===== src/sv/vrl_pkg.sv =====
`default_nettype none
package vrl_pkg;

   // ring geometry
   localparam int BUF_BYTES      = 4096;
   localparam int ALIGN_BYTES    = 8;
   localparam int ALIGN_SHIFT    = $clog2(ALIGN_BYTES);
   localparam int HEADER_BYTES   = 80;
   localparam int LEN_WORD_BYTES = 8;
   localparam int SLOT_COUNT     = BUF_BYTES / ALIGN_BYTES;
   localparam int SLOT_W         = $clog2(SLOT_COUNT);

   // field widths
   localparam int OP_W    = 3;
   localparam int PATH_W  = 12;
   localparam int ST_W    = 2;
   localparam int IDX_W   = 12;
   localparam int SEQ_W   = 64;
   localparam int BYTES_W = 13;
   localparam int DROP_W  = 10;
   localparam int WIDE_W  = IDX_W + 2;

   // opcodes
   localparam logic [OP_W-1:0] OP_APPEND     = 3'd0;
   localparam logic [OP_W-1:0] OP_READ_NEXT  = 3'd1;
   localparam logic [OP_W-1:0] OP_SEEK_FIRST = 3'd2;
   localparam logic [OP_W-1:0] OP_SEEK_END   = 3'd3;
   localparam logic [OP_W-1:0] OP_POLL       = 3'd4;

   // status codes
   localparam logic [ST_W-1:0] STAT_OK      = 2'd0;
   localparam logic [ST_W-1:0] STAT_EMPTY   = 2'd1;
   localparam logic [ST_W-1:0] STAT_OVERRUN = 2'd2;
   localparam logic [ST_W-1:0] STAT_TOO_BIG = 2'd3;

   typedef struct packed {
      logic [ST_W-1:0]    status;
      logic [IDX_W-1:0]   record_index;
      logic [SEQ_W-1:0]   record_seq;
      logic [BYTES_W-1:0] record_bytes;
      logic [DROP_W-1:0]  dropped_count;
   } res_type;

   function automatic logic [SLOT_W-1:0] slot_of(input logic [IDX_W-1:0] idx);
      slot_of = idx[IDX_W-1:ALIGN_SHIFT];
   endfunction

endpackage
`default_nettype wire


===== src/sv/vrl_ifs.sv =====
`default_nettype none
interface vrl_req_if import vrl_pkg::*; ();
   logic              valid;
   logic              ready;
   logic [OP_W-1:0]   opcode;
   logic [PATH_W-1:0] path_bytes;

   modport source (output valid, opcode, path_bytes, input ready);
   modport sink (input valid, opcode, path_bytes, output ready);
endinterface

`default_nettype wire


===== src/sv/vrl_core.sv =====
`default_nettype none
module vrl_core import vrl_pkg::*; (
   input  wire logic             clock,
   input  wire logic             reset,
   vrl_req_if.sink               req_chan,
   output      logic             res_valid,
   input  wire logic             res_ready,
   output      res_type          res,
   output      logic             ram_we,
   output      logic [SLOT_W-1:0]  ram_waddr,
   output      logic [BYTES_W-1:0] ram_wdata,
   output      logic             ram_re,
   output      logic [SLOT_W-1:0]  ram_raddr,
   input  wire logic [BYTES_W-1:0] ram_rdata
);

   typedef enum logic [7:0] {
      S_IDLE  = 8'b0000_0001,
      S_DROP  = 8'b0000_0010,
      S_WALK1 = 8'b0000_0100,
      S_WALK2 = 8'b0000_1000,
      S_WALK3 = 8'b0001_0000,
      S_OVR   = 8'b0010_0000,
      S_PUT   = 8'b0100_0000,
      S_DONE  = 8'b1000_0000
   } state_type;

   state_type          state_ff, state_in;
   logic [IDX_W-1:0]   oldest_index_ff, oldest_index_in;
   logic [SEQ_W-1:0]   oldest_seq_ff, oldest_seq_in;
   logic [IDX_W-1:0]   write_index_ff, write_index_in;
   logic [SEQ_W-1:0]   write_seq_ff, write_seq_in;
   logic [IDX_W-1:0]   reader_index_ff, reader_index_in;
   logic [SEQ_W-1:0]   reader_seq_ff, reader_seq_in;
   logic [OP_W-1:0]    op_ff, op_in;
   logic [BYTES_W-1:0] size_ff, size_in;
   logic [DROP_W-1:0]  dropped_ff, dropped_in;
   logic [IDX_W-1:0]   walk_idx_ff, walk_idx_in;
   logic [IDX_W-1:0]   walk_at_ff, walk_at_in;
   logic [IDX_W-1:0]   walk_nxt_ff, walk_nxt_in;
   res_type            res_ff, res_in;

   logic [WIDE_W-1:0]  size_sum;
   logic [BYTES_W-1:0] size_calc;
   logic               too_big;
   logic [BYTES_W-1:0] tail;
   logic [BYTES_W-1:0] gap;
   logic [BYTES_W-1:0] need;
   logic               drop_go;
   logic               wrap_need;
   logic [WIDE_W-1:0]  nxt;
   logic [IDX_W-1:0]   walk_at_calc;
   logic               walk_end;
   logic [IDX_W-1:0]   walk_res;
   logic [ST_W-1:0]    poll_status;

   // aligned record size straight from the request word
   assign size_sum  = WIDE_W'(req_chan.path_bytes)
                    + WIDE_W'(HEADER_BYTES + 1 + ALIGN_BYTES - 1);
   assign size_calc = {size_sum[BYTES_W-1:ALIGN_SHIFT], ALIGN_SHIFT'(0)};
   assign too_big   = (WIDE_W'(size_calc) + WIDE_W'(LEN_WORD_BYTES))
                    >= WIDE_W'(BUF_BYTES);

   // free contiguous space ahead of the write pointer
   assign tail = BYTES_W'(BUF_BYTES) - BYTES_W'(write_index_ff);
   always_comb begin
      if (write_index_ff > oldest_index_ff) begin
         gap = (tail > BYTES_W'(oldest_index_ff)) ? tail : BYTES_W'(oldest_index_ff);
      end else begin
         gap = BYTES_W'(oldest_index_ff - write_index_ff);
      end
   end
   assign need      = size_ff + BYTES_W'(LEN_WORD_BYTES);
   assign drop_go   = (oldest_seq_ff < write_seq_ff)
                    && (dropped_ff <= DROP_W'(SLOT_COUNT))
                    && !(gap > need);
   assign wrap_need = (WIDE_W'(write_index_ff) + WIDE_W'(size_ff)
                    + WIDE_W'(LEN_WORD_BYTES)) >= WIDE_W'(BUF_BYTES);

   assign nxt          = WIDE_W'(walk_at_ff) + WIDE_W'(ram_rdata);
   assign walk_at_calc = (ram_rdata == '0) ? '0 : walk_idx_ff;

   always_comb begin
      poll_status = STAT_EMPTY;
      if (reader_seq_ff < write_seq_ff) begin
         poll_status = (reader_seq_ff < oldest_seq_ff) ? STAT_OVERRUN : STAT_OK;
      end
   end

   assign req_chan.ready = (state_ff == S_IDLE);
   assign res_valid      = (state_ff == S_DONE);
   assign res            = res_ff;

   always_comb begin
      state_in        = state_ff;
      oldest_index_in = oldest_index_ff;
      oldest_seq_in   = oldest_seq_ff;
      write_index_in  = write_index_ff;
      write_seq_in    = write_seq_ff;
      reader_index_in = reader_index_ff;
      reader_seq_in   = reader_seq_ff;
      op_in           = op_ff;
      size_in         = size_ff;
      dropped_in      = dropped_ff;
      walk_idx_in     = walk_idx_ff;
      walk_at_in      = walk_at_ff;
      walk_nxt_in     = walk_nxt_ff;
      res_in          = res_ff;
      ram_we          = 1'b0;
      ram_waddr       = slot_of(write_index_ff);
      ram_wdata       = '0;
      ram_re          = 1'b0;
      ram_raddr       = slot_of(oldest_index_ff);
      walk_end        = 1'b0;
      walk_res        = '0;

      unique case (state_ff)
         S_IDLE: begin
            if (req_chan.valid) begin
               op_in      = req_chan.opcode;
               size_in    = size_calc;
               dropped_in = '0;
               res_in     = '{STAT_OK, reader_index_ff, reader_seq_ff, '0, '0};
               state_in   = S_DONE;
               unique case (req_chan.opcode)
                  OP_APPEND: begin
                     if (too_big) begin
                        res_in = '{STAT_TOO_BIG, write_index_ff, write_seq_ff,
                                   size_calc, '0};
                     end else begin
                        state_in = S_DROP;
                     end
                  end
                  OP_READ_NEXT: begin
                     if (reader_seq_ff >= write_seq_ff) begin
                        res_in.status = STAT_EMPTY;
                     end else if (reader_seq_ff < oldest_seq_ff) begin
                        ram_re    = 1'b1;
                        ram_raddr = slot_of(oldest_index_ff);
                        state_in  = S_OVR;
                     end else begin
                        walk_idx_in = reader_index_ff;
                        ram_re      = 1'b1;
                        ram_raddr   = slot_of(reader_index_ff);
                        state_in    = S_WALK1;
                     end
                  end
                  OP_SEEK_FIRST: begin
                     reader_index_in = oldest_index_ff;
                     reader_seq_in   = oldest_seq_ff;
                     res_in = '{STAT_OK, oldest_index_ff, oldest_seq_ff, '0, '0};
                  end
                  OP_SEEK_END: begin
                     reader_index_in = write_index_ff;
                     reader_seq_in   = write_seq_ff;
                     res_in = '{STAT_OK, write_index_ff, write_seq_ff, '0, '0};
                  end
                  OP_POLL: begin
                     res_in.status = poll_status;
                  end
                  default: begin
                  end
               endcase
            end
         end
         S_DROP: begin
            if (drop_go) begin
               walk_idx_in = oldest_index_ff;
               ram_re      = 1'b1;
               ram_raddr   = slot_of(oldest_index_ff);
               state_in    = S_WALK1;
            end else begin
               if (wrap_need) begin
                  // zero length word marks the wrap back to index 0
                  ram_we         = 1'b1;
                  ram_waddr      = slot_of(write_index_ff);
                  ram_wdata      = '0;
                  write_index_in = '0;
               end
               state_in = S_PUT;
            end
         end
         S_WALK1: begin
            walk_at_in = walk_at_calc;
            ram_re     = 1'b1;
            ram_raddr  = slot_of(walk_at_calc);
            state_in   = S_WALK2;
         end
         S_WALK2: begin
            if (op_ff == OP_READ_NEXT) begin
               res_in = '{STAT_OK, walk_at_ff, reader_seq_ff, ram_rdata, '0};
            end
            if (nxt >= WIDE_W'(BUF_BYTES)) begin
               walk_end = 1'b1;
               walk_res = '0;
            end else begin
               walk_nxt_in = nxt[IDX_W-1:0];
               ram_re      = 1'b1;
               ram_raddr   = slot_of(nxt[IDX_W-1:0]);
               state_in    = S_WALK3;
            end
         end
         S_WALK3: begin
            walk_end = 1'b1;
            walk_res = (ram_rdata == '0) ? '0 : walk_nxt_ff;
         end
         S_OVR: begin
            reader_index_in = (ram_rdata == '0) ? '0 : oldest_index_ff;
            reader_seq_in   = oldest_seq_ff;
            res_in = '{STAT_OVERRUN, reader_index_in, oldest_seq_ff, '0, '0};
            state_in = S_DONE;
         end
         S_PUT: begin
            ram_we    = 1'b1;
            ram_waddr = slot_of(write_index_ff);
            ram_wdata = size_ff;
            if (oldest_seq_ff == write_seq_ff) begin
               oldest_index_in = write_index_ff;
            end
            write_index_in = IDX_W'(WIDE_W'(write_index_ff) + WIDE_W'(size_ff));
            write_seq_in   = write_seq_ff + SEQ_W'(1);
            res_in = '{STAT_OK, write_index_ff, write_seq_ff, size_ff, dropped_ff};
            state_in = S_DONE;
         end
         S_DONE: begin
            if (res_ready) begin
               state_in = S_IDLE;
            end
         end
         default: begin
            state_in = S_IDLE;
         end
      endcase

      // walker finished: either one dropped record or one read record
      if (walk_end) begin
         if (op_ff == OP_APPEND) begin
            oldest_index_in = walk_res;
            oldest_seq_in   = oldest_seq_ff + SEQ_W'(1);
            dropped_in      = dropped_ff + DROP_W'(1);
            state_in        = S_DROP;
         end else begin
            reader_index_in = walk_res;
            reader_seq_in   = reader_seq_ff + SEQ_W'(1);
            state_in        = S_DONE;
         end
      end
   end

   always_ff @(posedge clock) begin
      if (reset) begin
         state_ff        <= S_IDLE;
         oldest_index_ff <= '0;
         oldest_seq_ff   <= '0;
         write_index_ff  <= '0;
         write_seq_ff    <= '0;
         reader_index_ff <= '0;
         reader_seq_ff   <= '0;
         dropped_ff      <= '0;
      end else begin
         state_ff        <= state_in;
         oldest_index_ff <= oldest_index_in;
         oldest_seq_ff   <= oldest_seq_in;
         write_index_ff  <= write_index_in;
         write_seq_ff    <= write_seq_in;
         reader_index_ff <= reader_index_in;
         reader_seq_ff   <= reader_seq_in;
         dropped_ff      <= dropped_in;
      end
   end

   always_ff @(posedge clock) begin
      op_ff       <= op_in;
      size_ff     <= size_in;
      walk_idx_ff <= walk_idx_in;
      walk_at_ff  <= walk_at_in;
      walk_nxt_ff <= walk_nxt_in;
      res_ff      <= res_in;
   end

   a_seq_order: assert property (@(posedge clock) disable iff (reset)
      oldest_seq_ff <= write_seq_ff)
      else $error("oldest sequence passed write sequence");

   a_write_aligned: assert property (@(posedge clock) disable iff (reset)
      write_index_ff[ALIGN_SHIFT-1:0] == '0)
      else $error("write index lost alignment");

   a_ram_one_access: assert property (@(posedge clock) disable iff (reset)
      !(ram_we && ram_re))
      else $error("length memory read and written in one cycle");

   a_drop_bound: assert property (@(posedge clock) disable iff (reset)
      (state_ff == S_DROP) |-> (dropped_ff <= DROP_W'(SLOT_COUNT + 1)))
      else $error("drop count beyond slot count");

endmodule
`default_nettype wire


===== src/flat_wrapper.sv =====
// flat-port wrapper written by rule: the top's interface ports become plain ports
module vrl_core_flat import vrl_pkg::*;
  (clock, reset, res_valid, res_ready, res, ram_we, ram_waddr, ram_wdata, ram_re, ram_raddr, ram_rdata, req_chan_valid, req_chan_opcode, req_chan_path_bytes, req_chan_ready);
  vrl_req_if req_chan_i ();
  input  wire logic clock;
  input  wire logic reset;
  output      logic res_valid;
  input  wire logic res_ready;
  output      res_type res;
  output      logic ram_we;
  output      logic [SLOT_W-1:0] ram_waddr;
  output      logic [BYTES_W-1:0] ram_wdata;
  output      logic ram_re;
  output      logic [SLOT_W-1:0] ram_raddr;
  input  wire logic [BYTES_W-1:0] ram_rdata;
  input wire logic [$bits(req_chan_i.valid)-1:0] req_chan_valid;
  input wire logic [$bits(req_chan_i.opcode)-1:0] req_chan_opcode;
  input wire logic [$bits(req_chan_i.path_bytes)-1:0] req_chan_path_bytes;
  output wire logic [$bits(req_chan_i.ready)-1:0] req_chan_ready;
  assign req_chan_i.valid = req_chan_valid;
  assign req_chan_i.opcode = req_chan_opcode;
  assign req_chan_i.path_bytes = req_chan_path_bytes;
  assign req_chan_ready = req_chan_i.ready;
  vrl_core u_core (.clock(clock), .reset(reset), .req_chan(req_chan_i), .res_valid(res_valid), .res_ready(res_ready), .res(res), .ram_we(ram_we), .ram_waddr(ram_waddr), .ram_wdata(ram_wdata), .ram_re(ram_re), .ram_raddr(ram_raddr), .ram_rdata(ram_rdata));
endmodule

===== config.mk =====
export PLATFORM = sky130hd
export DESIGN_NAME = vrl_core_flat
export DESIGN_NICKNAME = d
export VERILOG_FILES = /design/src/sv/vrl_pkg.sv /design/src/sv/vrl_ifs.sv /design/src/sv/vrl_core.sv /design/src/flat_wrapper.sv
export SDC_FILE = /design/constraint.sdc
export NUM_CORES = 1
export LEC_CHECK = 0
export ABC_AREA = 1
export BUFFER_PORTS_ARGS = -buffer_cell sky130_fd_sc_hd__buf_4
export CORE_MARGIN = 5
export CORE_UTILIZATION = 35
export DETAILED_ROUTE_END_ITERATION = 10
export GPL_TIMING_DRIVEN = 0
export PLACE_DENSITY = 0.62
export SLEW_MARGIN = 20
export SYNTH_ARGS = -nofsm -noshare
export SYNTH_HDL_FRONTEND = slang
export SYNTH_SLANG_ARGS = --single-unit

===== constraint.sdc =====
create_clock -name clock -period 16.96 [get_ports clock]
set_input_delay 3.392 -clock clock [delete_from_list [all_inputs] [get_ports clock]]
set_output_delay 3.392 -clock clock [all_outputs]
set_load 0.03 [all_outputs]

==> metrics.txt <==
Initial Util 35.3%; antenna viol nets, final 0; sequential cell area fraction in the yosys report 30.0%; Die Span X 309 um; Period Utilization, post-route 60.3%; CTS max path bufs 3; largest net degree at the start of global routing 22; Min-Delay Path Class flop to flop; Syn. warnings 0; Final Setup Violations 0; final setup margin 6.73 ns; Worst Path Class, Setup input port to output port; WL per Instance 26.5 um; DP HPWL 122000 um; Critical Path RT 13.57 ns; Post-CTS Setup Bufs 0; Post-synth EDFFs 150; total wire length 155000 um; Worst EP arrival 6.84 ns; DRT Pass-1 Iters 7; Sink Count 393; Worst Setup End Kind output port; setup TNS 0 ns; Worst setup SP type input port; final net count 4934; Die ar. 95200 um2; DRC viols 0; hold depth 2; placed cell area 34000 um2; vias in the first global route 31500; Lkg Pwr 14.3 nW; top cells by count, synth nand2_1, nor2_1, inv_1; final instance area 35900 um2; CP Max Fanout 18; Finished Layout Cells 5859; Die Y 309 um; cell family with most CP delay simple AND/OR/NAND/NOR gates; Post-synth top flop dfxtp_1; peak supply drop 93.1 uV; async set or reset register ratio after synthesis 0%; cell row count 109; clk_skew 0.0208 ns; first-pass GRT wire length 219000 um; gr usage total 31.0%; final slew viol count 0; PwrDens 76.5 nW/um2; initial antenna violation count 6; fmax 97.7 MHz; Post-CTS Hold Buffers 0; CTS tree done; Tmin final 10.23 ns; port bufs 159; DP Worst Slack 6.77 ns; max-cap check violation count 0; Worst R2R Path Depth 27; RSZ-0062 raised after global routing no; ranking of synthesized cells by area dfxtp_1, edfxtp_1, ha_1, nand2_1, nor2_1; slowest cell delay on critical path 0.68 ns; Stages on worst setup path 17; Mapped Avg Cell Area 7.06 um2; Post-Place Cells 5759; cell with the most instances after synthesis nand2_1; GP Congestion 1.02; clk_lat worst skew 0.64 ns; Layout area overhead 15.0%; total CTS buffers 52; Worst Path Buf+Inv 5; outcome finished, final reports clean; vias 34500; Syn Inst Count 4422; worst slew pin tran 1.29 ns; slowest CP cell nor2_2; CORE AREA 88400 um2; I/O pin cnt 168; Mapped Area 31200 um2; root buffer cell clkbuf_16; via/cell ratio 5.90; Synth top area share 15.6%; share of cells above drive strength 1 9.42%; clk slew on worst S/H paths 0.07 ns; synthesis-stage register bit count 393; largest area contributor in the netlist dfxtp_1; # H-tree levels 2; max_slew headroom 14.2%; Hold Vio Cnt, Final 0; synth unique cells 62; CP cell instances buf_4 -> ha_1 -> inv_1 -> fa_1 -> inv_1 -> nand3_1 -> nand2_1 -> nand3_1 -> nand4_1 -> xor2_1 -> nand2_2 -> nor2_2 -> inv_1 -> o21ai_0 -> a21oi_1 -> nand3_1 -> buf_4; Congestion Overflow GR 0; Filler cells 9468; Resized Gates After CTS 0; initial DRC count 4869
tightest hold or removal path: cells and delay by family (launching register included):
kind             cells  cell delay, ns
AND/OR/NAND/NOR      1            0.07
AO/OA/AOI/OAI        1            0.05
flip-flops           1            0.34
power breakdown:
part           total [mW]  switching (mW)  internal, mW  leakage (nW)
Sequential           1.07          0.0227          1.05          3.42
Combinational       0.439           0.314         0.125          9.96
Clock                1.24           0.495         0.741         0.902
cell usage in the layout, fill, tap and decap left out, types with 10 or more instances in the layout:
master | Yosys | final
nand2_1 | 826 | 826
nor2_1 | 524 | 523
inv_1 | 470 | 470
a21oi_1 | 343 | 343
nand3_1 | 276 | 276
ha_1 | 252 | 252
dfxtp_1 | 243 | 243
o21ai_0 | 234 | 234
buf_4 | 10 | 170
edfxtp_1 | 150 | 150
xor2_1 | 143 | 143
nor3_1 | 144 | 142
nand4_1 | 128 | 128
a221oi_1 | 111 | 111
clkbuf_1 | 111 | 110
o22ai_1 | 70 | 70
clkbuf_16 | 0 | 56
buf_2 | 47 | 47
nor4_1 | 31 | 30
xnor2_1 | 28 | 28
inv_2 | 22 | 22
o221ai_1 | 21 | 21
nor2_2 | 16 | 17
a22oi_1 | 17 | 17
o211ai_1 | 17 | 17
nor3_2 | 14 | 16
buf_6 | 9 | 16
a31oi_1 | 16 | 16
clkinv_1 | 10 | 15
nand2_2 | 13 | 13
a211oi_1 | 13 | 12
nand3b_1 | 11 | 11
nor3b_1 | 11 | 11
clkbuf_2 | 1 | 10
kinds of logic (layout without fill, tap and decap cells):
group,count (synthesis),in the layout,synth area share (%)
and+or+nand+nor,2034,2034,29.2
AOI/OAI and AO/OA,884,884,16.9
buffers and inverters,684,951,8.80
DFF,393,393,30.0
adders and majority gates,254,254,10.2
xor gates and xnor gates,171,171,4.80
other,2,7,0.0241
final timing paths:
kind                            start                        to  slack, ns
max                      ram_rdata[0]              ram_raddr[0]       6.73
max reg2reg  u_core.write_index_ff[3]     u_core.walk_idx_ff[6]      10.99
min reg2reg  u_core.oldest_seq_ff[45]  u_core.oldest_seq_ff[45]       0.52
min          u_core.oldest_seq_ff[45]  u_core.oldest_seq_ff[45]       0.52
flip-flops by register name (all words and copies together), names as in the netlist:
register                count
u_core.walk_at_ff          12
u_core.walk_idx_ff         12
u_core.oldest_seq_ff       64
u_core.reader_index_ff     12
u_core.oldest_index_ff     12
u_core.state_ff             8
u_core.walk_nxt_ff         12
u_core.write_seq_ff        64
u_core.reader_seq_ff       64
u_core.res                101
u_core.dropped_ff          10
u_core.size_ff             10
u_core.op_ff                3
u_core.write_index_ff       9
per-stage QoR:
stage | utilization, % | hold slack (ns) | power (mW)
after global placement | 38.3 | 0.488 | 1.54
final | 40.6 | 0.517 | 2.75
after floorplan | - | 0.469 | 1.35
after detailed placement | 38.5 | 0.499 | 1.53
after global routing | 40.6 | 0.536 | 2.82
after CTS | 40.6 | 0.508 | 2.75
final cells by class:
type	count	area, um2	share of cell area [%]
buffer	181	867	2.42
multi-input combinational	3348	19100	53.3
antenna	2	5.00	0.0139
clock inverter	26	324	0.903
sequential	393	9370	26.1
tap	1165	1460	4.06
clock buffer	72	1540	4.30
inverter	503	1890	5.27
timing repair buffer	169	1310	3.65
metal layers:
layer  track usage [%]  wire length, um  up-vias  part of all wire (%)
li1                  -                -    15700                     -
met1              41.9            64000    16300                    41
met2              46.6            65000     2098                    42
met3              8.32            18100      369                    12
met4              14.0             8400        2                   5.4
met5                 0               13        -                0.0084
Power figures use the tool's default switching activity.
